File: src/rtl/core/lnedit_pkg.sv
// Shared definitions for the line editor with erase and kill characters.
// Holds the controller state type, register indexes and reset codes.
// No dependencies.
package lnedit_pkg;

	// Default number of characters in the line store.
	localparam int unsigned LINE_DEPTH_DEF = 32;

	// Configuration register indexes and data width.
	localparam int unsigned CFG_IDX_W  = 2;
	localparam int unsigned CFG_DATA_W = 8;
	localparam logic [CFG_IDX_W-1:0] REG_ERASE    = 2'd0;
	localparam logic [CFG_IDX_W-1:0] REG_KILL     = 2'd1;
	localparam logic [CFG_IDX_W-1:0] REG_LINE_END = 2'd2;
	localparam logic [CFG_IDX_W-1:0] REG_TEXT_END = 2'd3;

	// Reset values of the special character codes.
	localparam logic [7:0] ERASE_RST    = 8'd35; // '#'
	localparam logic [7:0] KILL_RST     = 8'd64; // '@'
	localparam logic [7:0] LINE_END_RST = 8'd10; // line feed
	localparam logic [7:0] TEXT_END_RST = 8'd38; // '&'

	// Controller states.
	typedef enum logic [1:0] {
		ST_IDLE,
		ST_FLUSH,
		ST_TERM
	} state_t;

endpackage

File: src/rtl/core/line_editor_erase_kill.sv
// Line editor: erase, kill, end-of-line and end-of-text on a byte stream.
// Ordinary, erase and kill characters only update the line and produce no result.
// A line end blocks input while the line is flushed: each stored character is read
// into the read register, then the output register as it frees, then the terminator.
// Reset clears fill count, overflow and closed flags, restores default codes;
// the line store itself is not cleared and needs no clearing pass.
module line_editor_erase_kill #(
	parameter int unsigned LINE_DEPTH = lnedit_pkg::LINE_DEPTH_DEF
) (
	input  logic                               clk,
	input  logic                               arst_n,
	// Configuration write port.
	input  logic                               cfg_we,
	input  logic [lnedit_pkg::CFG_IDX_W-1:0]   cfg_index,
	input  logic [lnedit_pkg::CFG_DATA_W-1:0]  cfg_data,
	// Input character channel.
	input  logic                               in_valid,
	output logic                               in_ready,
	input  logic [7:0]                         char_in,
	// Result channel.
	output logic                               out_valid,
	input  logic                               out_ready,
	output logic [7:0]                         char_out,
	output logic                               has_char,
	output logic                               last,
	output logic                               line_overflow,
	output logic                               text_ended
);
	import lnedit_pkg::*;

	localparam int unsigned CW = $clog2(LINE_DEPTH + 1);
	localparam int unsigned AW = (LINE_DEPTH > 1) ? $clog2(LINE_DEPTH) : 1;

	// Configuration registers.
	logic [7:0] erase_code_q, kill_code_q, line_end_code_q, text_end_code_q;

	// Line state.
	state_t        state_q, state_d;
	logic [CW-1:0] fill_q;
	logic [CW-1:0] rd_idx_q;
	logic          rd_pend_q;
	logic          ovf_q;
	logic          closed_q;
	logic          ended_q;

	// Line store and its registered read data.
	logic [7:0] mem [LINE_DEPTH];
	logic [7:0] rd_data_q;

	// Output register.
	logic       out_valid_q;
	logic [7:0] char_out_q;
	logic       has_char_q, last_q, ovf_out_q, ended_out_q;

	// Decode and control.
	logic in_take, is_text_end, is_line_end, is_erase, is_kill, is_store, store_full;
	logic mem_we, rd_issue, out_free, load_char, load_term;

	assign out_free = !out_valid_q || out_ready;

	// Next state, character classification and flush control.
	always_comb begin
		state_d     = state_q;
		in_ready    = 1'b0;
		is_text_end = 1'b0;
		is_line_end = 1'b0;
		is_erase    = 1'b0;
		is_kill     = 1'b0;
		is_store    = 1'b0;
		store_full  = (fill_q >= CW'(LINE_DEPTH));
		mem_we      = 1'b0;
		rd_issue    = 1'b0;
		load_char   = 1'b0;
		load_term   = 1'b0;
		in_take     = 1'b0;
		case (state_q)
			ST_IDLE: begin
				in_ready = 1'b1;
				in_take  = in_valid && !closed_q;
				if (char_in == text_end_code_q) begin
					is_text_end = 1'b1;
				end else if (char_in == line_end_code_q) begin
					is_line_end = 1'b1;
				end else if (char_in == erase_code_q) begin
					is_erase = 1'b1;
				end else if (char_in == kill_code_q) begin
					is_kill = 1'b1;
				end else begin
					is_store = 1'b1;
				end
				mem_we = in_take && is_store && !store_full;
				if (in_take && (is_text_end || is_line_end)) begin
					state_d = ST_FLUSH;
				end
			end
			ST_FLUSH: begin
				load_char = rd_pend_q && out_free;
				rd_issue  = (rd_idx_q < fill_q) && (!rd_pend_q || load_char);
				if (!rd_pend_q && rd_idx_q == fill_q) begin
					state_d = ST_TERM;
				end
			end
			ST_TERM: begin
				load_term = out_free;
				if (out_free) begin
					state_d = ST_IDLE;
				end
			end
			default: begin
				state_d = ST_IDLE;
			end
		endcase
	end

	// State register.
	always_ff @(posedge clk or negedge arst_n) begin
		if (!arst_n) begin
			state_q <= ST_IDLE;
		end else begin
			state_q <= state_d;
		end
	end

	// Configuration registers.
	always_ff @(posedge clk or negedge arst_n) begin
		if (!arst_n) begin
			erase_code_q    <= ERASE_RST;
			kill_code_q     <= KILL_RST;
			line_end_code_q <= LINE_END_RST;
			text_end_code_q <= TEXT_END_RST;
		end else if (cfg_we) begin
			case (cfg_index)
				REG_ERASE:    erase_code_q    <= cfg_data;
				REG_KILL:     kill_code_q     <= cfg_data;
				REG_LINE_END: line_end_code_q <= cfg_data;
				REG_TEXT_END: text_end_code_q <= cfg_data;
				default: ;
			endcase
		end
	end

	// Line bookkeeping: fill count, overflow, closed flag and flush read pointer.
	always_ff @(posedge clk or negedge arst_n) begin
		if (!arst_n) begin
			fill_q    <= '0;
			rd_idx_q  <= '0;
			rd_pend_q <= 1'b0;
			ovf_q     <= 1'b0;
			closed_q  <= 1'b0;
			ended_q   <= 1'b0;
		end else begin
			if (in_take) begin
				if (is_text_end || is_line_end) begin
					rd_idx_q <= '0;
					ended_q  <= is_text_end;
					if (is_text_end) begin
						closed_q <= 1'b1;
					end
				end else if (is_erase) begin
					if (fill_q != '0) begin
						fill_q <= fill_q - CW'(1);
					end
				end else if (is_kill) begin
					fill_q <= '0;
					ovf_q  <= 1'b0;
				end else if (store_full) begin
					ovf_q <= 1'b1;
				end else begin
					fill_q <= fill_q + CW'(1);
				end
			end
			if (rd_issue) begin
				rd_idx_q  <= rd_idx_q + CW'(1);
				rd_pend_q <= 1'b1;
			end else if (load_char) begin
				rd_pend_q <= 1'b0;
			end
			if (load_term) begin
				fill_q <= '0;
				ovf_q  <= 1'b0;
			end
		end
	end

	// Line store: one write port for new characters, one registered read port.
	always_ff @(posedge clk) begin
		if (mem_we) begin
			mem[fill_q[AW-1:0]] <= char_in;
		end
		if (rd_issue) begin
			rd_data_q <= mem[rd_idx_q[AW-1:0]];
		end
	end

	// Output register: holds a result until its transaction completes.
	always_ff @(posedge clk or negedge arst_n) begin
		if (!arst_n) begin
			out_valid_q <= 1'b0;
		end else if (load_char || load_term) begin
			out_valid_q <= 1'b1;
		end else if (out_ready) begin
			out_valid_q <= 1'b0;
		end
	end

	always_ff @(posedge clk) begin
		if (load_char) begin
			char_out_q  <= rd_data_q;
			has_char_q  <= 1'b1;
			last_q      <= 1'b0;
			ovf_out_q   <= 1'b0;
			ended_out_q <= 1'b0;
		end else if (load_term) begin
			char_out_q  <= '0;
			has_char_q  <= 1'b0;
			last_q      <= 1'b1;
			ovf_out_q   <= ovf_q;
			ended_out_q <= ended_q;
		end
	end

	assign out_valid     = out_valid_q;
	assign char_out      = char_out_q;
	assign has_char      = has_char_q;
	assign last          = last_q;
	assign line_overflow = ovf_out_q;
	assign text_ended    = ended_out_q;

	// The fill count never passes the store depth.
	a_fill_bound: assert property (@(posedge clk) disable iff (!arst_n)
		fill_q <= CW'(LINE_DEPTH))
		else $error("fill count beyond line store depth");

	// All reads of the line are delivered before the terminator is built.
	a_term_no_pend: assert property (@(posedge clk) disable iff (!arst_n)
		(state_q == ST_TERM) |-> !rd_pend_q)
		else $error("terminator state with a read still pending");

	// After the terminator is loaded the line is empty and overflow is cleared.
	a_term_clears: assert property (@(posedge clk) disable iff (!arst_n)
		load_term |=> (fill_q == '0) && !ovf_q)
		else $error("line not cleared after terminator");

	// Once end-of-text is seen, input stays closed until reset.
	a_closed_sticky: assert property (@(posedge clk) disable iff (!arst_n)
		closed_q |=> closed_q)
		else $error("input reopened after end of text");

	// Reads never go past the stored characters.
	a_read_in_line: assert property (@(posedge clk) disable iff (!arst_n)
		rd_issue |-> (state_q == ST_FLUSH) && (rd_idx_q < fill_q))
		else $error("line store read beyond fill count");

endmodule

File: config.mk
export PLATFORM = sky130hd
export DESIGN_NAME = line_editor_erase_kill
export DESIGN_NICKNAME = d
export VERILOG_FILES = /design/src/rtl/core/lnedit_pkg.sv /design/src/rtl/core/line_editor_erase_kill.sv
export SDC_FILE = /design/constraint.sdc
export NUM_CORES = 1
export LEC_CHECK = 0
export ABC_AREA = 1
export ABC_CLOCK_PERIOD_IN_PS = 2200
export BUFFER_PORTS_ARGS = -buffer_cell sky130_fd_sc_hd__buf_2
export CORE_MARGIN = 1
export CORE_UTILIZATION = 56
export CTS_CLUSTER_DIAMETER = 30
export DETAILED_ROUTE_END_ITERATION = 10
export PLACE_DENSITY = 0.78
export REMOVE_ABC_BUFFERS = 1
export SYNTH_ARGS = -nofsm -noshare
export SYNTH_HDL_FRONTEND = slang
export SYNTH_SLANG_ARGS = --single-unit
File: constraint.sdc
create_clock -name clk -period 2.2 [get_ports clk]
set_input_delay 0.33 -clock clk [delete_from_list [all_inputs] [get_ports clk]]
set_output_delay 0.33 -clock clk [all_outputs]
set_load 0.005 [all_outputs]
==> results of run 1 <==
==> kinds of logic (layout without fill, tap and decap cells) <==
family	count (synthesis)	after routing	share of synthesized area
multiplexers	8	8	0.00573
AND/OR/NAND/NOR	452	452	0.139
flip-flops	327	327	0.682
buffers and inverters	133	295	0.0387
adder cells (fa/ha/maj)	12	12	0.0107
XOR/XNOR	22	22	0.0138
AO/OA/AOI/OAI	288	288	0.111
==> stage by stage <==
| stage | power (mW) | hold slack [ns] | worst slack (ns) | setup TNS [ns] |
|---|---|---|---|---|
| 2_1_floorplan | 7.25 | 0.0344 | -2.48 | -58.20 |
| 3_3_place_gp | 7.47 | 0.198 | 0.00786 | 0 |
| 3_5_place_dp | 7.49 | 0.194 | -0.0123 | -0.0943 |
| 4_1_cts | 16.2 | 0.0392 | 0.0254 | 0 |
| 5_1_grt | 16.6 | 0.0644 | -0.0118 | -0.0872 |
| 6_report | 16.2 | 0.0467 | 0.0634 | 0 |
==> critical path, stage by stage (launching register included) <==
cell and delay, ns:
dfrtp_4 0.51, clkinv_2 0.15, buf_12 0.20, buf_4 0.23, o21ai_0 0.11, o22ai_1 0.19
a21oi_1 0.10, o31ai_1 0.39
==> flip-flops by register name (all words and copies together), names as in the netlist, 2 cells and up <==
register and count:
mem 256, char_out 8, erase_code_q 8, kill_code_q 8, line_end_code_q 8, rd_data_q 8, text_end_code_q 8, fill_q 6
rd_idx_q 6, state_q 2
==> layout make-up <==
type	count	area, um^2
inverter	74	287
sequential	327	9540
clock inverter	40	442
clock buffer	66	1510
fill	1628	7370
timing repair buffer	115	885
tap	324	405
multi-input combinational	782	3950
==> per-layer routing <==
metal	part of all wire	vias to the layer above
met3	0.095	108
met5	0	-
met1	0.38	4847
li1	-	4599
met2	0.49	609
met4	0.034	0
==> what timing repair did <==
action,CTS,global route
hold buffers,1,0
buffers inserted,0,1
endpoints found under the hold margin,8,0
gates resized for setup,0,13
endpoints found under the setup margin,0,178
==> final timing paths <==
| check | cells past startpoint | startpoint | to |
|---|---|---|---|
| max | 7 | rd_idx_q[0] | rd_data_q[6] |
| min | 3 | cfg_data[6] | kill_code_q[6] |
| max reg2reg | 7 | rd_idx_q[0] | rd_data_q[6] |
| min reg2reg | 2 | has_char | has_char |
| max in group asynchronous | 3 | arst_n | fill_q[5] |
| min in group asynchronous | 2 | arst_n | rd_pend_q |
==> where the power goes <==
part	switching (mW)	internal [mW]
logic	0.314	0.157
clock network	3.12	5.67
registers	0.0784	6.83
total	3.51	12.7
==> placed cells by master (no fill, tap or decap), types with 9 or more instances in the layout <==
| cell | count |
|---|---|
| inv_1 | 62 |
| ha_1 | 12 |
| nand3_1 | 19 |
| clkbuf_16 | 59 |
| buf_2 | 36 |
| nor2_1 | 191 |
| clkinv_2 | 9 |
| edfxtp_1 | 272 |
| dfrtp_1 | 40 |
| nand2_1 | 197 |
| a21oi_1 | 26 |
| xnor2_1 | 14 |
| dfstp_2 | 9 |
| clkinv_4 | 10 |
| o21ai_0 | 183 |
| buf_4 | 69 |
| o22ai_1 | 67 |
==> flow_metrics.env, run 1 <==
export IMPL_clkTransAtPathRegs_ns=0.05
export IMPL_drt_iter0_drc=1469
export IMPL_vias_per_cell=5.88
export IMPL_ys_flop_type="edfxtp_1"
export IMPL_endpoint_kind="flip-flop"
export IMPL_yosysSeqAreaShare=0.682
export IMPL_drt_pass1_iter_count=5
export IMPL_met2_usage=0.477
export IMPL_grt_pass1_wl_mm=55.6
export IMPL_nets=1392
export IMPL_die_h_um=160
export IMPL_setup_worst_path_start_class="flip-flop"
export IMPL_top_usage_layer="met2"
export IMPL_stdcell_count=1728
export IMPL_grt_max_degree=81
export IMPL_synthTopCellsByCount="272 x edfxtp_1, 197 x nand2_1, 195 x nor2_1"
export IMPL_grt_usage=0.287
export IMPL_ys_ff_latch=327
export IMPL_outcome="complete, no violations"
export IMPL_fmax_mhz=468
export IMPL_syn_inst=1242
export IMPL_synth_top_area_frac=0.584
export IMPL_final_util=0.698
export IMPL_ir_drop_mv=0.711
export IMPL_powerDensity_mw_per_mm2=950
export IMPL_yosys_area_top_type="edfxtp_1"
export IMPL_fin_skew_ns=0.0160
export IMPL_row_count=57
export IMPL_grt_overflow_total=0
export IMPL_port_buffers=36
export IMPL_ys_types=43
export IMPL_worstMarginPinSlew_ns=0.594
export IMPL_detailroute_via_count=10200
export IMPL_cts_root_buf="clkbuf_16"
export IMPL_clock_latency_ns=0.57
export IMPL_use_met3=0.0569
export IMPL_cts_tree="done"
export IMPL_stdcell_area_mm2=0.0170
export IMPL_antenna_found_initial=0
export IMPL_htreeDepth=2
export IMPL_start_util=0.573
export IMPL_dieWidth_um=160
export IMPL_yosysMostFrequentCell="edfxtp_1"
export IMPL_synthTopCellsByArea="edfxtp_1 58%, dfrtp_1 7.5%, o21ai_0 6.6%"
export IMPL_critPathKind="flip-flop to flip-flop"
export IMPL_yosysWarnings=0
export IMPL_avgSynthCellArea_um2=11.3
export IMPL_dpl_hpwl_mm=21.6
export IMPL_hold_path_class="input pin to flip-flop"
export IMPL_gr_usage_met1=0.367
export IMPL_slew_viol_final=0
export IMPL_antennaDiodeCount=0
export IMPL_finalWirelength_mm=36.3
export IMPL_dieArea_mm2=0.0256
export IMPL_dpl_cell_area_mm2=0.0150
export IMPL_path_max_fanout=24
export IMPL_synth_edff_count=272
export IMPL_leakagePower_nw=6.64
export IMPL_ant_nets=0
export IMPL_gp_congestion=0.919
export IMPL_setup_violations=0
export IMPL_clock_sinks=327
export IMPL_grt_pass1_vias=10300
export IMPL_crit_arrival_ns=2.46
export IMPL_drc=0
export IMPL_areaGrowthSynthToFinish_pct=21.7
export IMPL_ios=37
export IMPL_regToRegSetupSlack_ns=0.06
export IMPL_drive_gt1_frac=0.195
export IMPL_dp_cells=1619
export IMPL_cts_buffer_depth=3
export IMPL_numCtsBuffers=57
export IMPL_min_period_ns=2.14
export IMPL_period_share=0.971
export IMPL_drv_cap=0
export IMPL_detail_route_wl_per_cell_um=21.0
export IMPL_final_hold_viol_count=0
export IMPL_core_mm2=0.0244
export IMPL_synthArstFlopShare=0.156
export IMPL_crit_required_ns=2.52
export IMPL_netlist_area_mm2=0.0140
export IMPL_slew_headroom=0.603
Note: power is estimated with default switching activity, not from simulation.
==> run 2: changes to the inputs <==
--- a/config.mk
+++ b/config.mk
@@ -5,7 +5,7 @@
 export SDC_FILE = /design/constraint.sdc
 export NUM_CORES = 1
 export LEC_CHECK = 0
-export ABC_AREA = 1
+export ABC_AREA = 0
 export ABC_CLOCK_PERIOD_IN_PS = 2200
 export BUFFER_PORTS_ARGS = -buffer_cell sky130_fd_sc_hd__buf_2
 export CORE_MARGIN = 1
==> flow_metrics.env, run 2 <==
export IMPL_leakagePower_nw=6.15
export IMPL_slew_viol_final=0
export IMPL_syn_inst=833
export IMPL_synthArstFlopShare=0.156
export IMPL_holdPathStages=2
export IMPL_dp_cells=1229
export IMPL_yosysSeqAreaShare=0.701
export IMPL_cts_buffer_depth=3
export IMPL_yosysWarnings=0
export IMPL_nFillCells=1320
export IMPL_antennaDiodeCount=0
export IMPL_fin_skew_ns=0.0320
export IMPL_crit_arrival_ns=2.71
export IMPL_most_common_layout_cells="272 x edfxtp_1, 74 x buf_4, 65 x mux2i_1, 60 x nand2_1, 56 x clkbuf_16"
export IMPL_critPathKind="flip-flop to flip-flop"
export IMPL_drt_iter0_drc=1134
export IMPL_yosysMostFrequentCell="edfxtp_1"
export IMPL_areaGrowthSynthToFinish_pct=27.7
export IMPL_outcome="finished with violations"
export IMPL_finalWirelength_mm=36.1
export IMPL_drv_cap=0
export IMPL_drt_pass1_iter_count=6
export IMPL_synth_top_area_frac=0.600
export IMPL_layout_setup_ws_ns=-0.229
export IMPL_fmax_mhz=412
export IMPL_period_share=1.10
export IMPL_min_period_ns=2.43
export IMPL_drc=0
export IMPL_detailroute_via_count=8700
export IMPL_start_util=0.576
export IMPL_netlist_area_mm2=0.0136
export IMPL_grt_pass1_vias=8616
export IMPL_path_max_fanout=6
export IMPL_dpl_hpwl_mm=19.6
export IMPL_clock_latency_ns=0.57
export IMPL_ios=37
export IMPL_layout_commonest_cell="edfxtp_1"
export IMPL_synthTopCellsByArea="edfxtp_1 60%, dfrtp_1 7.7%, mux4_2 5.3%"
export IMPL_dieArea_mm2=0.0249
export IMPL_synthTopCellsByCount="272 x edfxtp_1, 65 x mux2i_1, 63 x nand2_1"
export IMPL_gp_congestion=0.910
export IMPL_largest_reg_flops=256
export IMPL_detail_route_wl_per_cell_um=26.6
export IMPL_dieWidth_um=158
export IMPL_slew_headroom=0.550
export IMPL_multi_input_area_mm2=0.00425
export IMPL_antenna_found_initial=1
export IMPL_register_area_mm2=0.00954
export IMPL_port_buffers=36
export IMPL_setup_violations=219
export IMPL_rsz0062_at_grt="yes"
export IMPL_crit_required_ns=2.48
export IMPL_ys_flop_type="edfxtp_1"
export IMPL_grt_overflow_total=0
export IMPL_cts_tree="done"
export IMPL_row_count=56
export IMPL_ys_ff_latch=327
export IMPL_hold_path_class="input pin to flip-flop"
export IMPL_htreeDepth=2
export IMPL_synth_edff_count=272
export IMPL_setup_worst_path_start_class="flip-flop"
export IMPL_avgSynthCellArea_um2=16.3
export IMPL_worstMarginPinSlew_ns=0.673
export IMPL_pre_cts_slack_ns=-0.516
export IMPL_drive_gt1_frac=0.363
export IMPL_core_mm2=0.0236
export IMPL_violations="negative setup slack"
export IMPL_grt_pass1_wl_mm=51.3
export IMPL_stdcell_count=1354
export IMPL_powerDensity_mw_per_mm2=1250
export IMPL_ys_types=61
export IMPL_vias_per_cell=6.43
export IMPL_power_total_mw=21.7
export IMPL_numCtsBuffers=56
export IMPL_clock_sinks=327
export IMPL_endpoint_kind="flip-flop"
export IMPL_cts_root_buf="clkbuf_16"
export IMPL_fin_tns_setup_ns=-9.79
export IMPL_grt_max_degree=48
export IMPL_clkTransAtPathRegs_ns=0.05
export IMPL_yosys_area_top_type="edfxtp_1"
export IMPL_die_h_um=158
export IMPL_final_hold_viol_count=0
export IMPL_ir_drop_mv=0.820
export IMPL_nets=1024
export IMPL_grt_usage=0.286
export IMPL_ant_nets=0
export IMPL_rr_worst_depth=9
run 2: cell count changes after synthesis, sizes merged, moves of 8 or more:
cell | before | now
a21oi | 27 | 19
and2 | 0 | 9
clkbuf | 38 | 15
inv | 72 | 11
mux2 | 0 | 32
mux2i | 8 | 65
mux4 | 0 | 32
nand2 | 212 | 63
nand2b | 0 | 9
nor2 | 206 | 41
o21ai | 186 | 20
o221ai | 0 | 43
o22ai | 69 | 11
xnor2 | 14 | 25
run 2: report_power, final:
group | internal (mW) | total [mW] | switching [mW]
Sequential | 7.12 | 7.36 | 0.239
Combinational | 2.23 | 5.21 | 2.97
Clock | 5.86 | 9.14 | 3.29
run 2: worst paths after layout:
| kind | start | to | slack [ns] |
|---|---|---|---|
| worst max-delay path | rd_idx_q[1] | rd_data_q[7] | -0.23 |
| worst min-delay path | cfg_data[2] | kill_code_q[2] | 0.06 |
| worst max register to register | rd_idx_q[1] | rd_data_q[7] | -0.23 |
| worst min register to register | line_overflow | line_overflow | 0.46 |
| max in group asynchronous | arst_n | erase_code_q[5] | 1.24 |
| min in group asynchronous | arst_n | line_end_code_q[0] | 0.32 |
run 2: per-stage QoR:
step	area [um^2]	hold slack, ns	util
2_1_floorplan	13400	0.0344	-
3_3_place_gp	14700	0.352	0.621
3_5_place_dp	14700	0.355	0.621
4_1_cts	17100	0.0447	0.726
5_1_grt	17400	0.0576	0.736
6_report	17400	0.0558	0.736
run 2: cell type report:
| type | instances | share of cell area |
|---|---|---|
| inverters | 12 | 0.00259 |
| repair buffers | 133 | 0.0661 |
| well taps | 319 | 0.0230 |
| multi-input cells | 459 | 0.245 |
| clock buffers | 60 | 0.0821 |
| flip-flops and latches | 327 | 0.549 |
| clock inverters | 44 | 0.0323 |
run 2: kinds of logic after synthesis:
kind of cell	after synthesis	share of synthesized area
xor+xnor	34	0.0219
fa+ha+maj	12	0.0110
compound gates	113	0.0626
buf+inv	47	0.0145
flops	327	0.701
mux	129	0.127
simple gates	171	0.0615
run 2: worst max-delay path: stages, from the launching register on:
cell and delay [ns]:
dfrtp_1 0.40, ha_1 0.33, nor2b_4 0.13, o21a_1 0.16
o21a_1 0.16, o211ai_1 0.35, nand2_2 0.21, inv_2 0.15
buf_12 0.15, buf_12 0.11
run 2: layer usage:
layer,GRT usage,up-vias,routed length (um)
met5,0,-,0
met4,0.132,0,1640
met3,0.0575,138,3640
met2,0.456,634,17200
met1,0.380,4307,13600
li1,-,3621,-
run 2: what timing repair did:
action,4_1_cts,5_1_grt
gates resized for setup,81,25
endpoints found under the setup margin,272,264
pin swaps,25,21
buffers inserted,11,11
hold endpoints to repair,18,0
hold buffers,1,0
gates cloned,1,0
